==> config.mk <==
export PLATFORM = sky130hd
export DESIGN_NAME = skvt_cell
export DESIGN_NICKNAME = d
export VERILOG_FILES = /design/src/design/skvt_pkg.sv /design/src/design/skvt_cell.sv
export SDC_FILE = /design/constraint.sdc
export NUM_CORES = 1
export LEC_CHECK = 0
export ABC_AREA = 1
export BUFFER_PORTS_ARGS = -buffer_cell sky130_fd_sc_hd__buf_2
export CORE_AREA = 3 3 116 118
export DETAILED_ROUTE_END_ITERATION = 8
export DIE_AREA = 0 0 119 121
export MAX_ROUTING_LAYER = met4
export PLACE_DENSITY = 0.66
export SLEW_MARGIN = 20
export SYNTH_ARGS = -nofsm -noshare
export SYNTH_HDL_FRONTEND = slang
export SYNTH_SLANG_ARGS = --single-unit
==> constraint.sdc <==
create_clock -name clk -period 3.6 [get_ports clk]
set_input_delay 0 -clock clk [delete_from_list [all_inputs] [get_ports clk]]
set_output_delay 0 -clock clk [all_outputs]
set_load 0.01 [all_outputs]
==> src/design/skvt_pkg.sv <==
// shared codes, widths and the cell command struct for the sorted key/value table
// no dependencies; imported by the interfaces and every module of the block
`default_nettype none

package skvt_pkg;

    localparam int KIND_W  = 2;
    localparam int KEY_W   = 32;
    localparam int VALUE_W = 32;
    localparam int POS_W   = 6;
    localparam int CNT_W   = 7;
    localparam int STAT_W  = 2;

    localparam logic [KIND_W-1:0] KIND_INSERT = 2'd0;
    localparam logic [KIND_W-1:0] KIND_LOOKUP = 2'd1;
    localparam logic [KIND_W-1:0] KIND_DELETE = 2'd2;

    localparam logic [STAT_W-1:0] STAT_OK      = 2'd0;
    localparam logic [STAT_W-1:0] STAT_FULL    = 2'd1;
    localparam logic [STAT_W-1:0] STAT_BAD_POS = 2'd2;

    // broadcast from the sequencer to every cell
    typedef struct packed {
        logic compare;
        logic insert;
        logic update;
        logic delete;
    } skvt_cmd_t;

endpackage

`default_nettype wire

==> src/design/skvt_cell.sv <==
// one table slot: holds a key/value pair, compares it against the broadcast key
// and shifts with its neighbors on insert and delete, or takes the new value on update; depends on skvt_pkg
`default_nettype none

module skvt_cell #(
    parameter int CW         = 7,
    parameter int INDEX      = 0,
    parameter int KEY_BITS   = 32,
    parameter int VALUE_BITS = 32
) (
    input  wire                       clk,
    input  wire                       rst_n,
    input  skvt_pkg::skvt_cmd_t       cmd,
    input  wire  [CW-1:0]             count,
    input  wire  [CW-1:0]             del_pos,
    input  wire  [KEY_BITS-1:0]       new_key,
    input  wire  [VALUE_BITS-1:0]     new_value,
    input  wire                       prev_ge,
    input  wire  [KEY_BITS-1:0]       prev_key,
    input  wire  [VALUE_BITS-1:0]     prev_value,
    input  wire  [KEY_BITS-1:0]       next_key,
    input  wire  [VALUE_BITS-1:0]     next_value,
    output logic [KEY_BITS-1:0]       key_q,
    output logic [VALUE_BITS-1:0]     value_q,
    output logic                      ge,
    output logic                      eq,
    output logic                      boundary
);
    import skvt_pkg::*;

    localparam logic [CW-1:0] IDX      = CW'(INDEX);
    localparam logic [CW-1:0] IDX_NEXT = CW'(INDEX + 1);
    localparam bit            HAS_PREV = (INDEX > 0);

    logic [KEY_BITS-1:0]   key_reg;
    logic [VALUE_BITS-1:0] value_reg;
    logic                  ge_reg;
    logic                  eq_reg;
    logic                  occupied;

    assign occupied = (IDX < count);
    // first slot at or above the insertion point
    assign boundary = ge_reg & ~prev_ge;

    // ge: slot empty or its key not below the search key
    always_ff @(posedge clk or negedge rst_n)
    begin
        if (!rst_n)
        begin
            ge_reg <= 1'b0;
            eq_reg <= 1'b0;
        end
        else if (cmd.compare)
        begin
            ge_reg <= ~occupied | (key_reg >= new_key);
            eq_reg <= occupied & (key_reg == new_key);
        end
    end

    always_ff @(posedge clk)
    begin
        if (cmd.insert)
        begin
            if (boundary)
            begin
                key_reg   <= new_key;
                value_reg <= new_value;
            end
            else if (HAS_PREV && ge_reg && IDX <= count)
            begin
                key_reg   <= prev_key;
                value_reg <= prev_value;
            end
        end
        else if (cmd.update)
        begin
            if (eq_reg)
            begin
                value_reg <= new_value;
            end
        end
        else if (cmd.delete)
        begin
            if (IDX >= del_pos && IDX_NEXT < count)
            begin
                key_reg   <= next_key;
                value_reg <= next_value;
            end
        end
    end

    assign key_q   = key_reg;
    assign value_q = value_reg;
    assign ge      = ge_reg;
    assign eq      = eq_reg;

endmodule

`default_nettype wire

==> impl_metrics.toml, run 1 <==
[clocking]
cts_setup_buffers = 0
cts_tree = "yes"
clk_pin_slew_ps = 50
clkSinkCount = 66
clk_path_buf_depth = 2
cts_buffers = 9
clk_latency_ps = 340
cts-htree-levels = 3
cts_root_buffer = "clkbuf_16"

[power_and_ir_drop]
netSwitchingPower_mw = 0.536
p_leak_nw = 3.19
power.density_nw_per_um2 = 367
clkPwrFrac = 0.422
internal_power_mw = 1.80
power_frac_seq = 0.391
netSwitchingFraction = 0.229
vdd_drop_max_mv = 0.205
combinationalPowerShare = 0.186

[floorplanning]
initial_core_util = 0.298
die_y_um = 121
num_rows = 41
die_x_um = 119
ios = 280
die_area_um2 = 14400
core_area_um2 = 12600

[sta]
min_period_ps = 2260
period_share = 0.629
setup_violations = 0
final_max_slew_viol_count = 0
slew_headroom = 0.334
fin_ws_ps = 1340
fmax_ghz = 0.442
worst_pin_slew_ps = 997
setup_tns_ps = 0
hold_viol_final = 0
rsz0062_at_grt = "no"
skew_ps = 3.57

[critical_path]
end_kind = "register"
required_ps = 3550
reg2reg_from = "ge$_DFFE_PN0P_"
ff2ff_path_depth = 4
crit_fanout = 33
reg2reg_setup_slack_ps = 1690
start_kind = "input pin"
critPathArrivalTime_ps = 2220
worst-setup-path-type = "input pin to register"
r2r-end = "value_q[26]$_DFFE_PP_"

[final_layout]
fin_util = 0.506
layout-drive-gt1-share = 0.326
final_nets = 986
fin_area_um2 = 6360
final-seq-area_um2 = 1970
area_growth_pct = 70.1
multiInputGateArea_um2 = 1520
nFillCells = 1135

[detailed_routing]
met3_length_um = 970
drt-met1-wl_mm = 4.87
drt_pass1_iterations = 4
num_vias = 3962
via_per_inst = 4.30
dr.first_iter.drc_count = 140
wl_per_cell_um = 13.2
final_antenna_net_count = 0
dr.max_layer_used = "met4"
dr_wl_met2_mm = 5.93
route.detailed.drc = 0
wl_mm = 12.1

[place]
io_buffer_count = 215
pre_cts_ws_ps = 952
dp.final_hpwl_mm = 8.30
dpl_cell_area_um2 = 4990
routabilityCongestion = 0.797

[grt]
grt_pass1_vias = 4014
grt_max_degree = 60
grt_first_pass_wirelength_mm = 19.2
track_usage = 0.174
antenna_found_initial = 2
grt_overflow = 0

[status]
outcome = "finished clean"

[hold_path]
min_path_cells = 3
hold_path_class = "input pin to register"
min-delay-start = "new_key[11]"
hold_path_end = "key_q[11]$_DFFE_PP_"

[flow_run]
maxCapViolCount = 0

[logic_synthesis]
synthDistinctLibCells = 23
syn_avg_cell_area_um2 = 8.85
synth_nets = 668
synth_seq_cells = 66
synthCells = 423
synth_warnings = 0
syn-cell-area_um2 = 3740
seq_area_frac_synth = 0.527
-- final cells by class --
type	count	area share
diodes	3	0.00118
clock buffers	9	0.0354
clock inverters	7	0.0169
inverters	50	0.0297
multi-input cells	293	0.239
flip-flops and latches	66	0.310
well taps	172	0.0338
repair buffers	321	0.335
-- through the flow --
step / power (mW) / instances / hold WS (ps)
after floorplan: 1.10 / 423 / -296
after global placement: 1.25 / 799 / -211
after detailed placement: 1.26 / 799 / -210
after CTS: 2.36 / 918 / 3.43
after global routing: 2.45 / 920 / 24.0
final: 2.33 / 921 / 17.3
-- worst max-delay path, cell delays in order --
cell,delay [ps]
buf_2,130
or2_1,500
clkinv_2,600
a21oi_4,950
-- placed cells by master, fill, tap and decap left out, drive strengths merged --
cell / count
dlygate4sd3: 103
clkinv: 5
inv: 49
nor4: 1
bufinv: 3
diode: 3
nand3: 3
o31ai: 1
ha: 32
o21bai: 1
a21o: 2
or2: 1
nand2: 178
dfrtp: 2
nor3: 1
o21ai: 34
nor2: 25
a311oi: 1
clkbuf: 9
edfxtp: 64
a21oi: 13
buf: 218
-- per-layer routing --
metal | global-route usage | up-vias
met5 | - | -
met4 | 0.0717 | 0
met3 | 0.0643 | 37
met2 | 0.297 | 177
met1 | 0.184 | 1736
li1 | - | 2012
-- cell usage after synthesis, drive strengths merged --
cell type / count / area (µm²)
a311oi: 1 / 8.76
o21ai: 34 / 170
o21bai: 1 / 7.51
nand2: 178 / 676
dfrtp: 2 / 50.1
a21oi: 13 / 65.1
or2: 1 / 6.26
buf: 11 / 73.8
edfxtp: 64 / 1920
ha: 32 / 400
nor3: 1 / 5.00
nor4: 1 / 6.26
a21o: 2 / 15.0
nand3: 3 / 15.0
nor2: 25 / 114
clkbuf: 3 / 11.3
inv: 49 / 184
o31ai: 1 / 7.51
clkinv: 1 / 5.00
-- kinds of logic (layout without fill, tap and decap cells) --
family          after synthesis  in the layout  share of synthesized area
buf+inv                      64            387                     0.0732
flops                        66             66                      0.527
fa+ha+maj                    32             32                      0.107
simple gates                209            209                      0.220
other cells                   0              3                          0
compound gates               52             52                     0.0732
-- power groups by stage --
stage	combinational [mW]	clock (mW)	sequential, mW
after floorplan	0.152	0	0.951
after global placement	0.325	0	0.928
after detailed placement	0.329	0	0.929
after CTS	0.431	1.01	0.914
after global routing	0.489	1.04	0.918
final	0.435	0.986	0.914
-- timing repair --
item / CTS / global route
hold buffers: 103 / 0
hold endpoints to repair: 68 / 0
resized for setup: 0 / 0
-- how the worst max path moves through the flow --
stage                     slack, ps  cells after the start                     to            from
final                          1340                      4  value_q[26]$_DFFE_PP_          cmd[2]
after detailed placement        950                      4  value_q[24]$_DFFE_PP_          cmd[2]
after global placement          950                      4  value_q[26]$_DFFE_PP_          cmd[2]
after global routing           1090                      4  value_q[30]$_DFFE_PP_          cmd[2]
after floorplan                 890                      4   value_q[0]$_DFFE_PP_  ge$_DFFE_PN0P_
after CTS                      1320                      4  value_q[24]$_DFFE_PP_          cmd[2]
Power figures use the tool's default switching activity.
==> run 2, diff against run 1 <==
clock period = 2.13 ns   (was 3.6 ns; I/O delays follow)
==> run 2 against run 1 <==
Net effect: flip-flop and latch count stayed put; sequential power is 68% higher; core utilization is 0.20 points lower; critical path type unchanged; largest power group unchanged.
==> impl_metrics.toml, run 2 (synthesis results as in run 1) <==
[status]
outcome = "finished clean"

[critical_path]
cpPeakStageDelay_ps = 540
critPathArrivalTime_ps = 1780
crit_fanout = 32
ff2ff_path_depth = 9
worst-setup-path-type = "input pin to register"
end_kind = "register"
start_kind = "input pin"
required_ps = 2320
slowest_stage = "dlygate4sd3_1"
worstPathCellList = "buf_2, or2_1, buf_4, clkinv_2, buf_4, nand2_1, nand2_1, dlygate4sd3_1"

[grt]
track_usage = 0.167
grt_max_degree = 64
grt_overflow = 0
grt_first_pass_wirelength_mm = 18.6
antenna_found_initial = 0
grt_pass1_vias = 3904

[final_layout]
fin_util = 0.504
area_growth_pct = 69.4
layout-drive-gt1-share = 0.331
final_common_cell = "buf_2"
layout_common_cells = "215 x buf_2, 175 x nand2_1, 98 x dlygate4sd3_1"
final_nets = 984
antenna_cells = 0

[power_and_ir_drop]
power.density_nw_per_um2 = 608
power_frac_seq = 0.400
clkPwrFrac = 0.409
combinationalPowerShare = 0.191
netSwitchingFraction = 0.239
p_leak_nw = 3.17
netSwitchingPower_mw = 0.920
vdd_drop_max_mv = 0.455
internal_power_mw = 2.93

[detailed_routing]
num_vias = 3959
dr.first_iter.drc_count = 214
final_antenna_net_count = 0
drt_pass1_iterations = 4
via_per_inst = 4.32
wl_mm = 11.7
route.detailed.drc = 0
wl_per_cell_um = 12.8

[sta]
worst_pin_slew_ps = 706
period_share = 0.746
slew_headroom = 0.524
min_period_ps = 1590
setup_violations = 0
final_max_slew_viol_count = 0
rsz0062_at_grt = "no"
hold_viol_final = 0
fmax_ghz = 0.629
setup_tns_ps = 0
skew_ps = 4.09

[floorplanning]
die_area_um2 = 14400
ios = 280
die_y_um = 121
die_x_um = 119
initial_core_util = 0.298
core_area_um2 = 12600
num_rows = 41

[clocking]
cts_tree = "yes"
cts_buffers = 9
cts-htree-levels = 3
clkSinkCount = 66
clk_latency_ps = 330
cts_setup_buffers = 0
clk_path_buf_depth = 2
cts_root_buffer = "clkbuf_16"
clk_pin_slew_ps = 50

[place]
routabilityCongestion = 0.764
dp.final_hpwl_mm = 8.11
io_buffer_count = 215

[hold_path]
min_path_cells = 3
hold_path_class = "input pin to register"

[flow_run]
maxCapViolCount = 0
## run 2: critical path, delay by kind of cell
kind	cells	cell delay (ps)
buffers and inverters	5	1280
and+or+nand+nor	3	470
## run 2: cell type report
cell class / instances / area, µm²
fill: 1135 / 6230
timing repair buffer: 319 / 2130
sequential: 66 / 1970
multi-input combinational: 293 / 1520
clock buffer: 9 / 225
tap: 172 / 215
inverter: 50 / 189
clock inverter: 7 / 92.6
## run 2: path summary, 6_finish.rpt
kind                                         end  slack (ps)                 from
min in group asynchronous         ge$_DFFE_PN0P_          10                rst_n
max in group asynchronous         eq$_DFFE_PN0P_        2020                rst_n
hold reg to reg                   ge$_DFFE_PN0P_         560       ge$_DFFE_PN0P_
hold / removal               key_q[10]$_DFFE_PP_           4         next_key[10]
setup / recovery           value_q[12]$_DFFE_PP_         540               cmd[2]
setup reg to reg                  ge$_DFFE_PN0P_         570  key_q[23]$_DFFE_PP_
## run 2: timing repair
| item | 4_1_cts | 5_1_grt |
|---|---|---|
| gates resized for setup | 0 | 0 |
| hold endpoints to repair | 67 | 0 |
| hold buffers | 98 | 0 |
## run 2: power groups by stage
| stage | sequential (mW) | clock, mW | combinational [mW] |
|---|---|---|---|
| after detailed placement | 1.57 | 0 | 0.569 |
| after global routing | 1.55 | 1.68 | 0.829 |
| final | 1.54 | 1.58 | 0.735 |
| after floorplan | 1.60 | 0 | 0.258 |
| after CTS | 1.54 | 1.63 | 0.735 |
| after global placement | 1.57 | 0 | 0.560 |
## run 2: metal layers
metal  GRT usage  wire, µm  vias to the layer above
met5           -         0                        -
met3      0.0457       681                       21
li1            -         -                     2005
met2       0.296      6090                      146
met4      0.0587       238                        0
met1       0.182      4720                     1787
## run 2: stage by stage
stage	hold slack [ps]	setup WS, ps	area, µm²	instances	total power, mW
floorplan	-296	136	3750	423	1.86
global placement	-214	588	5040	802	2.13
detailed placement	-212	565	5040	802	2.14
CTS	0.550	550	6340	916	3.91
global route	19.0	399	6340	916	4.06
finish	3.55	541	6340	916	3.85
